$ cat config.mk
export PLATFORM = sky130hd
export DESIGN_NAME = pmt_section_parser
export DESIGN_NICKNAME = d
export VERILOG_FILES = /design/src/hdl/pmt_pkg.sv /design/src/hdl/pmt_parse_front.sv /design/src/hdl/pmt_entry_fifo.sv /design/src/hdl/pmt_out_stage.sv /design/src/hdl/pmt_section_parser.sv
export SDC_FILE = /design/constraint.sdc
export NUM_CORES = 1
export LEC_CHECK = 0
export BUFFER_PORTS_ARGS = -buffer_cell sky130_fd_sc_hd__buf_2
export CAP_MARGIN = 0
export CELL_PAD_IN_SITES_DETAIL_PLACEMENT = 2
export CELL_PAD_IN_SITES_GLOBAL_PLACEMENT = 2
export CORE_UTILIZATION = 44
export CTS_CLUSTER_DIAMETER = 60
export DETAILED_ROUTE_END_ITERATION = 10
export PLACE_DENSITY_LB_ADDON = 0.1
export SLEW_MARGIN = 20
export SYNTH_ARGS = -nofsm -noshare
export SYNTH_HDL_FRONTEND = slang
export SYNTH_SLANG_ARGS = --single-unit
$ cat constraint.sdc
create_clock -name clk -period 5.8 [get_ports clk]
set_input_delay 1.16 -clock clk [delete_from_list [all_inputs] [get_ports clk]]
set_output_delay 1.16 -clock clk [all_outputs]
set_load 0.01 [all_outputs]
$ cat src/hdl/pmt_pkg.sv
// Shared types and constants for the PMT section parser.
// No dependencies; imported by every module of the block.
`timescale 1ns / 1ps

package pmt_pkg;

    localparam int PacketBytesDefault = 188;
    localparam int QueueDepth         = 4;

    localparam int CFG_DATA_W  = 13;
    localparam int CFG_INDEX_W = 1;

    localparam logic [CFG_INDEX_W-1:0] CFG_TARGET_PID   = 1'd0;
    localparam logic [CFG_INDEX_W-1:0] CFG_PROGRAM_SLOT = 1'd1;

    localparam int OUT_TDATA_W = 40;

    // One elementary-stream entry as it travels from the parser to the output.
    typedef struct packed {
        logic [7:0]  slot_echo;
        logic [5:0]  entry_index;
        logic [7:0]  stream_kind;
        logic [12:0] es_pid;
        logic        last_entry;
    } pmt_entry_t;

endpackage

$ cat src/hdl/pmt_parse_front.sv
// Byte parser: holds the configuration registers, tracks the packet header
// and walks the elementary-stream loop. Depends on pmt_pkg.
`timescale 1ns / 1ps

module pmt_parse_front
    import pmt_pkg::*;
#(
    parameter int PACKET_BYTES = PacketBytesDefault
)
(
    input  logic                   clk,
    input  logic                   rst_n,
    input  logic                   cfg_wr_en,
    input  logic [CFG_INDEX_W-1:0] cfg_index,
    input  logic [CFG_DATA_W-1:0]  cfg_data,
    input  logic                   byte_fire,
    input  logic [7:0]             byte_value,
    input  logic                   packet_start,
    output logic                   entry_push,
    output pmt_entry_t             entry
);

    localparam logic [7:0] SYNC_BYTE = 8'h47;

    localparam logic [7:0] POS_SYNC    = 8'd0;
    localparam logic [7:0] POS_PID_HI  = 8'd1;
    localparam logic [7:0] POS_PID_LO  = 8'd2;
    localparam logic [7:0] POS_SEC_HI  = 8'd6;
    localparam logic [7:0] POS_SEC_LO  = 8'd7;
    localparam logic [7:0] POS_INFO_HI = 8'd15;
    localparam logic [7:0] POS_INFO_LO = 8'd16;
    localparam logic [7:0] LOOP_START  = 8'd17;

    localparam logic [12:0] SECTION_OVERHEAD = 13'd13;
    localparam logic [12:0] ENTRY_FIXED      = 13'd5;

    localparam logic [12:0] ENT_TYPE     = 13'd0;
    localparam logic [12:0] ENT_PID_HI   = 13'd1;
    localparam logic [12:0] ENT_PID_LO   = 13'd2;
    localparam logic [12:0] ENT_INFO_HI  = 13'd3;
    localparam logic [12:0] ENT_INFO_LO  = 13'd4;

    logic [12:0] target_pid_reg;
    logic [7:0]  program_slot_reg;

    logic [7:0]  byte_position_reg,    byte_position_next;
    logic        packet_accepted_reg,  packet_accepted_next;
    logic [4:0]  pid_high_bits_reg,    pid_high_bits_next;
    logic [11:0] section_len_reg,      section_len_next;
    logic [11:0] info_len_reg,         info_len_next;
    logic [13:0] remaining_bytes_reg,  remaining_bytes_next;
    logic [12:0] next_entry_start_reg, next_entry_start_next;
    logic [7:0]  held_type_reg,        held_type_next;
    logic [12:0] held_pid_reg,         held_pid_next;
    logic [3:0]  held_esinfo_high_reg, held_esinfo_high_next;
    logic [5:0]  entry_count_reg,      entry_count_next;

    logic [7:0]  pos;
    logic [11:0] info_full;
    logic [12:0] loop_overhead;
    logic [12:0] entry_offset;
    logic [12:0] step;
    logic        last;

    always_ff @(posedge clk or negedge rst_n)
    begin
        if (!rst_n)
        begin
            target_pid_reg   <= '0;
            program_slot_reg <= '0;
        end
        else if (cfg_wr_en)
        begin
            case (cfg_index)
                CFG_TARGET_PID:   target_pid_reg   <= cfg_data;
                CFG_PROGRAM_SLOT: program_slot_reg <= cfg_data[7:0];
                default:          ;
            endcase
        end
    end

    always_comb
    begin
        pos           = packet_start ? POS_SYNC : byte_position_reg;
        info_full     = {info_len_reg[11:8], byte_value};
        loop_overhead = SECTION_OVERHEAD + {1'b0, info_full};
        entry_offset  = {5'd0, pos} - next_entry_start_reg;
        step          = ENTRY_FIXED + {1'b0, held_esinfo_high_reg, byte_value};
        last          = remaining_bytes_reg <= {1'b0, step};

        byte_position_next    = byte_position_reg;
        packet_accepted_next  = packet_accepted_reg;
        pid_high_bits_next    = pid_high_bits_reg;
        section_len_next      = section_len_reg;
        info_len_next         = info_len_reg;
        remaining_bytes_next  = remaining_bytes_reg;
        next_entry_start_next = next_entry_start_reg;
        held_type_next        = held_type_reg;
        held_pid_next         = held_pid_reg;
        held_esinfo_high_next = held_esinfo_high_reg;
        entry_count_next      = entry_count_reg;
        entry_push            = 1'b0;

        entry.slot_echo   = program_slot_reg;
        entry.entry_index = entry_count_reg;
        entry.stream_kind = held_type_reg;
        entry.es_pid      = held_pid_reg;
        entry.last_entry  = last;

        // Bytes past the packet end are taken and dropped.
        if (byte_fire && pos < 8'(PACKET_BYTES))
        begin
            byte_position_next = pos + 8'd1;
            case (pos)
                POS_SYNC:
                begin
                    packet_accepted_next  = (byte_value == SYNC_BYTE);
                    remaining_bytes_next  = '0;
                    next_entry_start_next = '0;
                    entry_count_next      = '0;
                end
                POS_PID_HI:
                    pid_high_bits_next = byte_value[4:0];
                POS_PID_LO:
                begin
                    if ({pid_high_bits_reg, byte_value} != target_pid_reg)
                        packet_accepted_next = 1'b0;
                end
                POS_SEC_HI:
                    section_len_next = {byte_value[3:0], 8'h00};
                POS_SEC_LO:
                    section_len_next = {section_len_reg[11:8], byte_value};
                POS_INFO_HI:
                    info_len_next = {byte_value[3:0], 8'h00};
                POS_INFO_LO:
                begin
                    info_len_next         = info_full;
                    next_entry_start_next = {5'd0, LOOP_START} + {1'b0, info_full};
                    if ({1'b0, section_len_reg} > loop_overhead)
                        remaining_bytes_next = {2'b00, section_len_reg} - {1'b0, loop_overhead};
                    else
                        remaining_bytes_next = '0;
                end
                default:
                begin
                    if (packet_accepted_reg && pos >= LOOP_START &&
                        remaining_bytes_reg != '0 &&
                        {5'd0, pos} >= next_entry_start_reg)
                    begin
                        case (entry_offset)
                            ENT_TYPE:    held_type_next = byte_value;
                            ENT_PID_HI:  held_pid_next  = {byte_value[4:0], 8'h00};
                            ENT_PID_LO:  held_pid_next  = {held_pid_reg[12:8], byte_value};
                            ENT_INFO_HI: held_esinfo_high_next = byte_value[3:0];
                            ENT_INFO_LO:
                            begin
                                entry_push            = 1'b1;
                                remaining_bytes_next  = last ? '0
                                                             : remaining_bytes_reg - {1'b0, step};
                                next_entry_start_next = next_entry_start_reg + step;
                                entry_count_next      = entry_count_reg + 6'd1;
                            end
                            default: ;
                        endcase
                    end
                end
            endcase
        end
    end

    always_ff @(posedge clk or negedge rst_n)
    begin
        if (!rst_n)
        begin
            byte_position_reg    <= '0;
            packet_accepted_reg  <= 1'b0;
            pid_high_bits_reg    <= '0;
            section_len_reg      <= '0;
            info_len_reg         <= '0;
            remaining_bytes_reg  <= '0;
            next_entry_start_reg <= '0;
            held_type_reg        <= '0;
            held_pid_reg         <= '0;
            held_esinfo_high_reg <= '0;
            entry_count_reg      <= '0;
        end
        else
        begin
            byte_position_reg    <= byte_position_next;
            packet_accepted_reg  <= packet_accepted_next;
            pid_high_bits_reg    <= pid_high_bits_next;
            section_len_reg      <= section_len_next;
            info_len_reg         <= info_len_next;
            remaining_bytes_reg  <= remaining_bytes_next;
            next_entry_start_reg <= next_entry_start_next;
            held_type_reg        <= held_type_next;
            held_pid_reg         <= held_pid_next;
            held_esinfo_high_reg <= held_esinfo_high_next;
            entry_count_reg      <= entry_count_next;
        end
    end

endmodule

$ cat src/hdl/pmt_entry_fifo.sv
// Short register queue of parsed entries between parser and output stage.
// Depends on pmt_pkg.
`timescale 1ns / 1ps

module pmt_entry_fifo
    import pmt_pkg::*;
(
    input  logic       clk,
    input  logic       rst_n,
    input  logic       push,
    input  pmt_entry_t push_data,
    input  logic       pop,
    output logic       full,
    output logic       not_empty,
    output pmt_entry_t head
);

    localparam int PTR_W = $clog2(QueueDepth);
    localparam int CNT_W = $clog2(QueueDepth + 1);

    pmt_entry_t             slots_reg [QueueDepth];
    logic [PTR_W-1:0]       wr_ptr_reg, wr_ptr_next;
    logic [PTR_W-1:0]       rd_ptr_reg, rd_ptr_next;
    logic [CNT_W-1:0]       count_reg,  count_next;

    assign full      = (count_reg == CNT_W'(QueueDepth));
    assign not_empty = (count_reg != '0);
    assign head      = slots_reg[rd_ptr_reg];

    always_comb
    begin
        wr_ptr_next = wr_ptr_reg;
        rd_ptr_next = rd_ptr_reg;
        count_next  = count_reg;
        if (push)
            wr_ptr_next = (wr_ptr_reg == PTR_W'(QueueDepth - 1)) ? '0 : wr_ptr_reg + PTR_W'(1);
        if (pop)
            rd_ptr_next = (rd_ptr_reg == PTR_W'(QueueDepth - 1)) ? '0 : rd_ptr_reg + PTR_W'(1);
        if (push && !pop)
            count_next = count_reg + CNT_W'(1);
        else if (pop && !push)
            count_next = count_reg - CNT_W'(1);
    end

    always_ff @(posedge clk)
    begin
        if (push)
            slots_reg[wr_ptr_reg] <= push_data;
    end

    always_ff @(posedge clk or negedge rst_n)
    begin
        if (!rst_n)
        begin
            wr_ptr_reg <= '0;
            rd_ptr_reg <= '0;
            count_reg  <= '0;
        end
        else
        begin
            wr_ptr_reg <= wr_ptr_next;
            rd_ptr_reg <= rd_ptr_next;
            count_reg  <= count_next;
        end
    end

endmodule

$ cat src/hdl/pmt_out_stage.sv
// Output register: takes entries from the queue and presents them on the
// master stream. Depends on pmt_pkg.
`timescale 1ns / 1ps

module pmt_out_stage
    import pmt_pkg::*;
(
    input  logic                   clk,
    input  logic                   rst_n,
    input  logic                   queue_not_empty,
    input  pmt_entry_t             queue_head,
    output logic                   queue_pop,
    output logic                   m_tvalid,
    input  logic                   m_tready,
    output logic [OUT_TDATA_W-1:0] m_tdata,
    output logic                   m_tlast
);

    logic       out_valid_reg;
    pmt_entry_t out_data_reg;

    // Refill whenever the register is empty or its transaction completes now.
    assign queue_pop = queue_not_empty && (!out_valid_reg || m_tready);

    always_ff @(posedge clk or negedge rst_n)
    begin
        if (!rst_n)
            out_valid_reg <= 1'b0;
        else if (queue_pop)
            out_valid_reg <= 1'b1;
        else if (m_tready)
            out_valid_reg <= 1'b0;
    end

    always_ff @(posedge clk)
    begin
        if (queue_pop)
            out_data_reg <= queue_head;
    end

    assign m_tvalid = out_valid_reg;
    assign m_tlast  = out_data_reg.last_entry;
    assign m_tdata  = {5'd0, out_data_reg.es_pid, out_data_reg.stream_kind,
                       out_data_reg.entry_index, out_data_reg.slot_echo};

endmodule

$ cat src/hdl/pmt_section_parser.sv
// Top level of the PMT section parser: parser front, entry queue, output stage.
// Depends on pmt_pkg, pmt_parse_front, pmt_entry_fifo and pmt_out_stage.
//
//   Port group   Dir  Carries
//   s_*          in   one transport packet byte per transaction, tuser = packet start
//   m_*          out  one elementary-stream entry per transaction, tlast = last entry
//   cfg_*        in   register writes: 0 target PID, 1 program slot
//
// One byte is taken per cycle while the queue is not full; an entry is queued in
// the same cycle as its fifth byte and reaches m_* through the queue and the output register.
// s_tready drops only while the four-entry queue is full.
// Reset is asynchronous and clears registers, packet state and queue.
// Output stalls back up through the queue into the byte input.
`timescale 1ns / 1ps

module pmt_section_parser
    import pmt_pkg::*;
#(
    parameter int PACKET_BYTES = PacketBytesDefault
)
(
    input  logic                   clk,
    input  logic                   rst_n,
    input  logic                   cfg_wr_en,
    input  logic [CFG_INDEX_W-1:0] cfg_index,
    input  logic [CFG_DATA_W-1:0]  cfg_data,
    input  logic                   s_tvalid,
    output logic                   s_tready,
    input  logic [7:0]             s_tdata,   // [7:0] byte_value
    input  logic                   s_tuser,   // [0] packet_start
    output logic                   m_tvalid,
    input  logic                   m_tready,
    // [7:0] slot_echo, [13:8] entry_index, [21:14] stream_kind,
    // [34:22] es_pid, [39:35] zero
    output logic [OUT_TDATA_W-1:0] m_tdata,
    output logic                   m_tlast
);

    logic       queue_full;
    logic       queue_not_empty;
    logic       queue_pop;
    logic       entry_push;
    pmt_entry_t entry;
    pmt_entry_t queue_head;

    assign s_tready = !queue_full;

    pmt_parse_front #(
        .PACKET_BYTES (PACKET_BYTES)
    ) u_front (
        .clk          (clk),
        .rst_n        (rst_n),
        .cfg_wr_en    (cfg_wr_en),
        .cfg_index    (cfg_index),
        .cfg_data     (cfg_data),
        .byte_fire    (s_tvalid && s_tready),
        .byte_value   (s_tdata),
        .packet_start (s_tuser),
        .entry_push   (entry_push),
        .entry        (entry)
    );

    pmt_entry_fifo u_queue (
        .clk       (clk),
        .rst_n     (rst_n),
        .push      (entry_push),
        .push_data (entry),
        .pop       (queue_pop),
        .full      (queue_full),
        .not_empty (queue_not_empty),
        .head      (queue_head)
    );

    pmt_out_stage u_out (
        .clk             (clk),
        .rst_n           (rst_n),
        .queue_not_empty (queue_not_empty),
        .queue_head      (queue_head),
        .queue_pop       (queue_pop),
        .m_tvalid        (m_tvalid),
        .m_tready        (m_tready),
        .m_tdata         (m_tdata),
        .m_tlast         (m_tlast)
    );

endmodule

==> metrics, run 1 <==
worst vdd ir=0.276 mV; placed cell count=1629; Post-synth EDFFs=between 150 and 200; FF-to-FF End=u_queue.count_reg[2]$_DFFE_PN0P_; Vias/cell=around 6; hold_sp=u_front.section_len_reg[0]$_DFFE_PN0P_; largest family of logic cells by synthesized area=compound AO/OA/AOI/OAI gates; reg-to-reg startpoint=u_front.byte_position_reg[1]$_DFFE_PN0P_; initial antenna violation count=2; FP Rows=66; post-route setup TNS=0 ns; I/O Pins=71; run status=finished, final reports clean; crit path from=s_tuser; GP Congestion=0.834; Setup crit start kind=input pin; CP Capture Type=flip-flop; number of flip-flops in the largest register=144; Buffers on Ports=65; Syn Inst Count=1147; CP max FO=7; post_cts resized=0; chip width=about 190 um; RSZ-0062 raised after global routing=no; grt total ovfl=0; FF+latch count, synth=297; Seq/Total Area, Yosys=between 50 and 60%; minimum clock period=4.89 ns; H-tree depth=2; Antenna Nets Post-Route=0; DR DRC count=0; ant diodes=0; # clock sinks=around 300; hold depth=1; Achievable Freq=205 MHz; Post-Synthesis Cell Area=roughly 15000 sq um; vias in the first global route=about 11000; Core ar.=32800 sq um; hold path endpoint=u_front.section_len_reg[0]$_DFFE_PN0P_; register area=about 8300 sq um; Pleak=6.54 nW; Worst-path clk slew=around 0.060 ns; fillers=about 3100; global-route wire length before repair=68.6 mm; Detailed Routing Iterations Pass 1=5; crit path kind=in -> reg; Die Y=between 150 and 200 um; Pwr Density=470 nW/um^2; compound-gate portion of the synthesized area=10.7%; WL/cell=between 20 and 30 um; Pins Over Slew Limit=0; Synth Area in Adders=5.34%; Post-Layout Cell Count=1694; WL final=44.7 mm; worst path required time=6.24 ns; Post-synth ARST share=39.4%; post-CTS repair timing setup buffer count=0; Rel. slew slack=roughly 34%; worst slew pin tran=0.983 ns; Reg2Reg Setup Slack=approximately 1.1 ns; share of cells above drive strength 1=20.9%; largest net degree at the start of global routing=118; number of cells on the worst reg-to-reg path=18; Ys Warns=0; Synth Area in XOR/XNOR=under 10%; post-synth cell types=84; simple-gate share of the synthesized area=9.47%; Syn Area/Cell=12.9 sq um; critical path arrival=5.33 ns; mux cell area share after synthesis=9.93%; clk_lat worst skew=0.53 ns; Hold/Removal Path Class=reg -> reg; part of the cycle the worst path needs=84.3%; Synth Flop Type=edfxtp_1; Fin. Hold Viols=0; Nets=1311; HPWL Detailed=30.6 mm; Max Cap Violations=0; Clock Skew=0.0184 ns; full die area=about 34000 sq um; Max Root-Sink Buffers=3; area grow syn2layout=14.2%; DRT iter0 DRCs=~580; CTS tree=built; final setup vio count=0; Multi-input gate area=approximately 6000 sq um; GRT Total Usage=between 20% and 30%; Starting Density=45.1%; Root Buffer=clkbuf_16; Num CTS Buffers=36; vias=9878; CTS Hold Bufs=0
synth_stat cells, types with 12 or more instances:
| cell type | count | area share (%) |
|---|---|---|
| a21o_1 | 12 | 0.61 |
| nand4_1 | 13 | 0.55 |
| o21a_1 | 15 | 0.76 |
| edfxtp_1 | 180 | 37 |
| nand2_1 | 75 | 1.9 |
| nor3_1 | 15 | 0.51 |
| a21oi_1 | 48 | 1.6 |
| nand3_1 | 19 | 0.64 |
| a22oi_1 | 12 | 0.61 |
| nor2b_1 | 21 | 0.89 |
| mux4_2 | 36 | 5.5 |
| mux2_2 | 47 | 3.6 |
| o21ai_0 | 35 | 1.2 |
| xor2_1 | 31 | 1.8 |
| ha_1 | 54 | 4.6 |
| clkbuf_1 | 28 | 0.71 |
| xnor2_1 | 49 | 2.9 |
| a32oi_1 | 12 | 0.71 |
| nor2_1 | 63 | 1.6 |
| dfrtp_1 | 117 | 20 |
| inv_1 | 53 | 1.3 |
worst max-delay path, stage by stage:
cell and delay, ns:
buf_2 0.11, inv_1 0.06, nand2_1 0.11, ha_1 0.25
inv_1 0.10, ha_1 0.19, nor2b_1 0.15, o22ai_1 0.13
o32a_1 0.43, a21oi_2 0.20, xnor2_2 0.19, and4_1 0.22
o311ai_0 0.21, or3_1 0.50, inv_2 0.18, ha_1 0.21
inv_1 0.08, fa_1 0.38, xor2_1 0.18, nor2_1 0.13
xor2_1 0.16
through the flow:
step	utilization, %	area, sq um	hold WS, ns	worst slack [ns]	power, mW
floorplan	-	14800	0.456	0.779	4.80
global placement	47.9	15700	0.491	0.643	5.54
detailed placement	47.9	15700	0.487	0.481	5.71
CTS	51.4	16900	0.510	0.916	7.98
global route	51.4	16900	0.534	0.588	8.35
finish	51.4	16900	0.503	0.910	7.93
area by class of cell:
type,instances,area share (%)
repair buffers,93,3.56
multi-input cells,743,35.6
clock inverters,23,1.42
clock buffers,42,5.47
inverters,54,1.20
well taps,442,3.28
flip-flops and latches,297,49.4
worst max-delay path by stage:
stage	end	slack [ns]
2_1_floorplan	u_queue.slots_reg[3][0]$_DFFE_PP_	0.78
3_3_place_gp	u_queue.count_reg[2]$_DFFE_PN0P_	0.64
3_5_place_dp	u_queue.count_reg[2]$_DFFE_PN0P_	0.48
4_1_cts	u_queue.count_reg[2]$_DFFE_PN0P_	0.92
5_1_grt	u_queue.count_reg[2]$_DFFE_PN0P_	0.59
6_report	u_queue.count_reg[2]$_DFFE_PN0P_	0.91
layout by cell type (no fill, tap or decap), drive strengths merged, types with 39 or more instances in the layout:
| cell | instances |
|---|---|
| edfxtp | 180 |
| a21oi | 50 |
| mux2 | 53 |
| o21ai | 39 |
| nor2 | 63 |
| buf | 93 |
| inv | 60 |
| dfrtp | 117 |
| clkbuf | 42 |
| ha | 54 |
| nand2 | 75 |
| xnor2 | 51 |
layer usage:
metal	vias up	GRT usage, %	share of wire, %
li1	4455	-	-
met1	5123	35.0	43
met2	223	46.5	50
met4	4	7.74	2.3
met5	-	0	0.058
met3	73	4.33	3.9
logic make-up (layout without fill, tap and decap cells):
logic type	Yosys count	count (layout)
muxes	93	93
xor gates and xnor gates	82	82
adders and majority gates	61	61
and+or+nand+nor	274	274
AOI/OAI and AO/OA	228	228
other	1	5
DFF	297	297
buffers and inverters	111	212
power breakdown:
group / switching [mW] / leakage, nW / internal, mW
logic: 1.55 / 2.87 / 1.17
registers: 0.377 / 3.10 / 2.60
clock network: 0.932 / 0.571 / 1.30
total: 2.86 / 6.54 / 5.07
Power figures use the tool's default switching activity.
==> run 2, diff against run 1 <==
ABC_AREA = 1   (was unset)
CORE_UTILIZATION = 40   (was 44)
clock period = 4.55 ns   (was 5.8 ns; I/O delays follow)
==> metrics, run 2 <==
Num CTS Buffers=36 (unchanged); register area=8330 sq um (unchanged); RSZ-0062 raised after global routing=no; number of flip-flops in the largest register=144 (unchanged); CTS Hold Bufs=0 (unchanged); Pins Over Slew Limit=0 (unchanged); global-route wire length before repair=78.4 mm (+14%); post-route setup TNS=0 ns (unchanged); final core occ=46.8% (-4.7 points); final setup vio count=0 (unchanged); GRT Total Usage=26.8% (-0.21 points); Hold WS=0.456 ns (-0.0473 ns); Post-synth ARST share=39.4% (unchanged); I/O Pins=71 (unchanged); Detailed Routing Iterations Pass 1=4 (-1); initial antenna violation count=0 (-2); top cell type's share of synthesized area=36.0% (-0.59 points); worst vdd ir=0.256 mV (-7.3%); Pleak=7.54 nW (+15%); Post-synth EDFFs=180 (unchanged); fillers=3965 (+26%); post-synth cell types=50 (-40%); Post-Synthesis Cell Area=15000 sq um (+1.7%); DR DRC count=0 (unchanged); most frequent cells in the layout=nand2_1, edfxtp_1, nor2_1, o21ai_0, inv_1; WL final=49.8 mm (+11%); Clock Skew=0.0207 ns (+0.00230 ns); Antenna Nets Post-Route=0 (unchanged); Hold/Removal Path Class=in -> async; worst slew pin tran=0.805 ns (-0.179 ns); grt total ovfl=0 (unchanged); run status=finished, final reports clean; Buffers on Ports=65 (unchanged); post-CTS repair timing setup buffer count=0 (unchanged); Core ar.=36800 sq um (+12%); fin area=17200 sq um (+2.0%); Max Cap Violations=0 (unchanged); area grow syn2layout=14.6%; WL/cell=22.8 um (-14%); Starting Density=40.8% (-4.2 points); chip width=196 um (+5.7%); worst path required time=4.99 ns (-1.25 ns); CP Capture Type=flip-flop; Multi-input gate area=5940 sq um (-1.1%); GP Congestion=0.881 (+5.7%); Syn Area/Cell=9.35 sq um (-27%); CTS tree=built; most common cell in the netlist=nand2_1; Post-Place Cell Area=16000 sq um (+2.2%); Nets=1778 (+36%); Achievable Freq=255 MHz; Vias/cell=5.51 (-5.6%); top post-synthesis cells by area=edfxtp_1, dfrtp_1, nand2_1; Syn Inst Count=1607 (+40%); Ys Warns=0 (unchanged); post_cts resized=0 (unchanged); Worst-path clk slew=0.06 ns (about the same); Pwr Density=581 nW/um^2 (+24%); power consumption=10.0 mW (+26%); full die area=38300 sq um (+12%); Setup crit start kind=input pin; most common cell after layout, fill and taps aside=nand2_1; FF+latch count, synth=297 (unchanged); H-tree depth=2 (unchanged); most frequent cells after synthesis=nand2_1, edfxtp_1, nor2_1, o21ai_0, inv_1; vias=12050 (+22%); share of cells above drive strength 1=11.5% (-9.5 points); FP Rows=70 (+6.1%); Fin. Hold Viols=0 (unchanged); minimum clock period=3.92 ns; leading area contributor after synthesis=edfxtp_1; Die Y=196 um (+5.7%); CP max FO=13 (+6); part of the cycle the worst path needs=86.2%; DRT iter0 DRCs=460 (-21%); vias in the first global route=13492 (+23%); Rel. slew slack=46.3% (+12 points); Max Root-Sink Buffers=3 (unchanged); crit path kind=in -> reg; HPWL Detailed=35.1 mm (+15%); Root Buffer=clkbuf_16; largest net degree at the start of global routing=118 (unchanged); Synth Flop Type=edfxtp_1; critical path arrival=4.36 ns (-0.97 ns); Seq/Total Area, Yosys=55.5% (-0.92 points); clk_lat worst skew=0.56 ns (+0.03 ns); # clock sinks=297 (unchanged); ant diodes=0 (unchanged)
## run 2: cell families (layout without fill, tap and decap cells)
| logic type | count (synthesis) | after routing | synth area share, % |
|---|---|---|---|
| xor+xnor | 55 | 55 | 3.21 |
| buf+inv | 203 | 312 | 5.34 |
| simple gates | 695 | 695 | 19.9 |
| mux | 4 | 4 | 0.300 |
| fa+ha+maj | 58 | 58 | 5.03 |
| other cells | 1 | 5 | 0.0250 |
| flops | 297 | 297 | 55.5 |
| compound gates | 294 | 294 | 10.7 |
## run 2: per-layer routing
metal  share of wire (%)  GRT usage (%)
met4                 2.8           9.35
met5                   0              0
met2                  52           49.4
met3                 2.3           2.68
met1                  43           32.6
## run 2: critical path, stage by stage
cell and delay [ns]:
buf_2 0.14, inv_2 0.14, nand2_1 0.16, inv_1 0.08
ha_1 0.34, inv_1 0.07, nor2_1 0.17, nand4_1 0.14
nand3_1 0.16, nand2_1 0.07, inv_1 0.08, a21oi_1 0.09
nor2_2 0.17, nand2_2 0.13, nor3_4 0.14, nand3_1 0.18
inv_1 0.10, ha_1 0.14, inv_1 0.07, fa_1 0.40
a21oi_1 0.19, o21ai_0 0.12, xor2_1 0.15
## run 2: final cells by class
type,instances,share of cell area (%)
repair buffers,96,3.62
well taps,468,3.40
clock inverters,17,0.960
inverters,150,3.27
multi-input cells,1111,34.5
flip-flops and latches,297,48.4
clock buffers,49,5.75
## run 2: final timing paths
check                                                          from                                           to  slack, ns  cells past startpoint
setup reg to reg           u_front.byte_position_reg[0]$_DFFE_PN0P_             u_queue.count_reg[2]$_DFFE_PN0P_       0.73                     26
min in group clk             u_front.section_len_reg[8]$_DFFE_PN0P_       u_front.section_len_reg[8]$_DFFE_PN0P_       0.51                      2
setup / recovery                                            s_tuser             u_queue.count_reg[2]$_DFFE_PN0P_       0.63                     23
hold / removal                                                rst_n  u_front.remaining_bytes_reg[13]$_DFFE_PN0P_       0.46                      2
hold reg to reg              u_front.section_len_reg[8]$_DFFE_PN0P_       u_front.section_len_reg[8]$_DFFE_PN0P_       0.51                      2
max in group asynchronous                                     rst_n            u_queue.rd_ptr_reg[0]$_DFFE_PN0P_       3.54                      2
## run 2: power by group
| part | switching [mW] | internal (mW) | leakage, nW |
|---|---|---|---|
| clock | 1.22 | 1.62 | 0.565 |
| sequential | 0.275 | 3.33 | 3.25 |
| combinational | 2.43 | 1.13 | 3.73 |
## run 2: stage by stage
stage,instances,worst slack (ns)
after floorplan,1611,-0.243
after global placement,2122,0.256
after detailed placement,2122,0.0771
after CTS,2188,0.570
after global routing,2188,0.194
final,2188,0.628
==> run 3, diff against run 2 <==
CELL_PAD_IN_SITES_DETAIL_PLACEMENT = 1   (was 2)
CELL_PAD_IN_SITES_GLOBAL_PLACEMENT = 1   (was 2)
CORE_UTILIZATION = 48   (was 40)
==> metrics, run 3 (synthesis results as in run 2) <==
Hold/Removal Path Class=in -> async; area grow syn2layout=14.8%; most common cell after layout, fill and taps aside=nand2_1; minimum clock period=3.87 ns (-0.0573 ns); Rel. slew slack=43.9% (-2.4 points); post_cts resized=0 (unchanged); power consumption=10.0 mW (+0.36%); Starting Density=49.0% (+8.1 points); Hold WS=0.434 ns (-0.0218 ns); post-route setup slack=0.685 ns (+0.0573 ns); max incr delay on CP=0.37 ns (-0.03 ns); register area=8330 sq um (unchanged); WL final=43.8 mm (-12%); CP Buf/Inv Count=6 (-1); share of cells above drive strength 1=11.7% (+0.21 points); Achievable Freq=259 MHz (+1.5%); Die Y=179 um (-8.6%); RSZ-0062 raised after global routing=no; Worst-path clk slew=0.06 ns (about the same); part of the cycle the worst path needs=84.9% (-1.3 points); post-CTS repair timing setup buffer count=0 (unchanged); Max Root-Sink Buffers=3 (unchanged); CP delay by family, top=simple AND/OR/NAND/NOR gates; Buffers on Ports=65 (unchanged); Detailed Routing Iterations Pass 1=5 (+1); CP Capture Type=flip-flop; DRT iter0 DRCs=670 (+46%); # clock sinks=297 (unchanged); I/O Pins=71 (unchanged); number of flip-flops in the largest register=144 (unchanged); Root Buffer=clkbuf_16; CP max FO=6 (-7); Antenna Nets Post-Route=0 (unchanged); DR DRC count=0 (unchanged); fin area=17200 sq um (+0.23%); grt total ovfl=0 (unchanged); clk_lat worst skew=0.53 ns (-0.03 ns); Fin. Hold Viols=0 (unchanged); CP most frequent cell=nand2_1; GP Congestion=0.893 (+1.4%); fillers=3437 (-13%); Pwr Density=582 nW/um^2 (+0.13%); pre-CTS WS=0.167 ns (+0.0898 ns); critical path arrival=4.25 ns (-0.11 ns); run status=finished, final reports clean; full die area=32000 sq um (-17%); Vias/cell=5.59 (+1.5%); Nets=1783 (+0.28%); CTS Hold Bufs=0 (unchanged); WL/cell=20.7 um (-9.3%); CTS tree=built; ant diodes=0 (unchanged); Multi-input gate area=5940 sq um (unchanged); H-tree depth=2 (unchanged); largest net degree at the start of global routing=75 (-36%); vias in the first global route=12574 (-6.8%); initial antenna violation count=0 (unchanged); Num CTS Buffers=36 (unchanged); vias=11852 (-1.6%); Post-Place Cell Area=16000 sq um (-0.33%); Setup crit start kind=input pin; worst vdd ir=0.341 mV (+34%); final setup vio count=0 (unchanged); most frequent cells in the layout=nand2_1, edfxtp_1, nor2_1, o21ai_0, inv_1; Core ar.=30700 sq um (-17%); global-route wire length before repair=69.2 mm (-12%); Pleak=7.60 nW (+0.85%); worst path required time=4.93 ns (-0.06 ns); HPWL Detailed=30.7 mm (-13%); critical path's slowest cell=fa_1; Max Cap Violations=0 (unchanged); crit path kind=in -> reg; worst slew pin tran=0.835 ns (+0.0297 ns); Reg2Reg Setup Slack=0.86 ns (+0.13 ns); GRT Total Usage=28.4% (+1.6 points); Clock Skew=0.0225 ns (+0.00187 ns); FP Rows=64 (-8.6%); chip width=179 um (-8.6%); Pins Over Slew Limit=0 (unchanged)
run 3: final cells by class:
cell class                      instances  share of cell area (%)
Tap cell                              396                    2.87
Multi-Input combinational cell       1111                    34.5
Inverter                              150                    3.27
Clock inverter                         19                    1.54
Sequential cell                       297                    48.3
Clock buffer                           46                    5.67
Timing Repair Buffer                  101                    3.85
run 3: metal layers:
metal / wire length [um] / up-vias / part of all wire [%] / global-route usage, %
met1: 18400 / 5847 / 42 / 34.9
met3: 1660 / 79 / 3.8 / 4.07
met2: 22400 / 260 / 51 / 50.9
li1: - / 5666 / - / -
met4: 1360 / 0 / 3.1 / 9.32
met5: 0 / - / 0 / 0
run 3: worst paths after layout:
check / from / end / cells past startpoint
hold reg to reg: u_front.held_esinfo_high_reg[0]$_DFFE_PN0P_ / u_front.held_esinfo_high_reg[0]$_DFFE_PN0P_ / 2
hold / removal: rst_n / u_front.held_pid_reg[5]$_DFFE_PN0P_ / 1
max in group asynchronous: rst_n / u_front.next_entry_start_reg[9]$_DFFE_PN0P_ / 2
setup / recovery: s_tuser / u_queue.count_reg[2]$_DFFE_PN0P_ / 26
setup reg to reg: u_front.byte_position_reg[0]$_DFFE_PN0P_ / u_queue.count_reg[2]$_DFFE_PN0P_ / 26
min in group clk: u_front.held_esinfo_high_reg[0]$_DFFE_PN0P_ / u_front.held_esinfo_high_reg[0]$_DFFE_PN0P_ / 2
run 3: per-stage QoR:
| stage | util [%] | instances | setup TNS, ns |
|---|---|---|---|
| floorplan | - | 1611 | -35.00 |
| global placement | 52.2 | 2055 | 0 |
| detailed placement | 52.2 | 2055 | 0 |
| CTS | 56.2 | 2120 | 0 |
| global route | 56.2 | 2120 | 0 |
| finish | 56.2 | 2120 | 0 |
run 3: worst register-to-register path: stages, from the launching register on:
cell     delay [ns]
dfrtp_1        0.35
inv_1          0.06
nor2_1         0.23
inv_1          0.14
ha_1           0.20
inv_1          0.07
ha_1           0.13
inv_1          0.04
nand2_1        0.08
nand3_1        0.11
nand2_1        0.11
nand2_1        0.09
nand2_1        0.10
nand2_1        0.06
nand2_1        0.07
nand3_1        0.08
nor2_2         0.18
nand2_2        0.13
nor3_4         0.14
nand3_1        0.12
inv_1          0.09
ha_1           0.14
inv_1          0.06
fa_1           0.37
a21oi_1        0.14
o21ai_0        0.12
xor2_1         0.16
run 3: where the power goes:
group	internal [mW]	total, mW	leakage [nW]	switching, mW
clock network	1.87	3.01	0.608	1.14
registers	3.33	3.61	3.25	0.285
logic	1.12	3.42	3.75	2.29
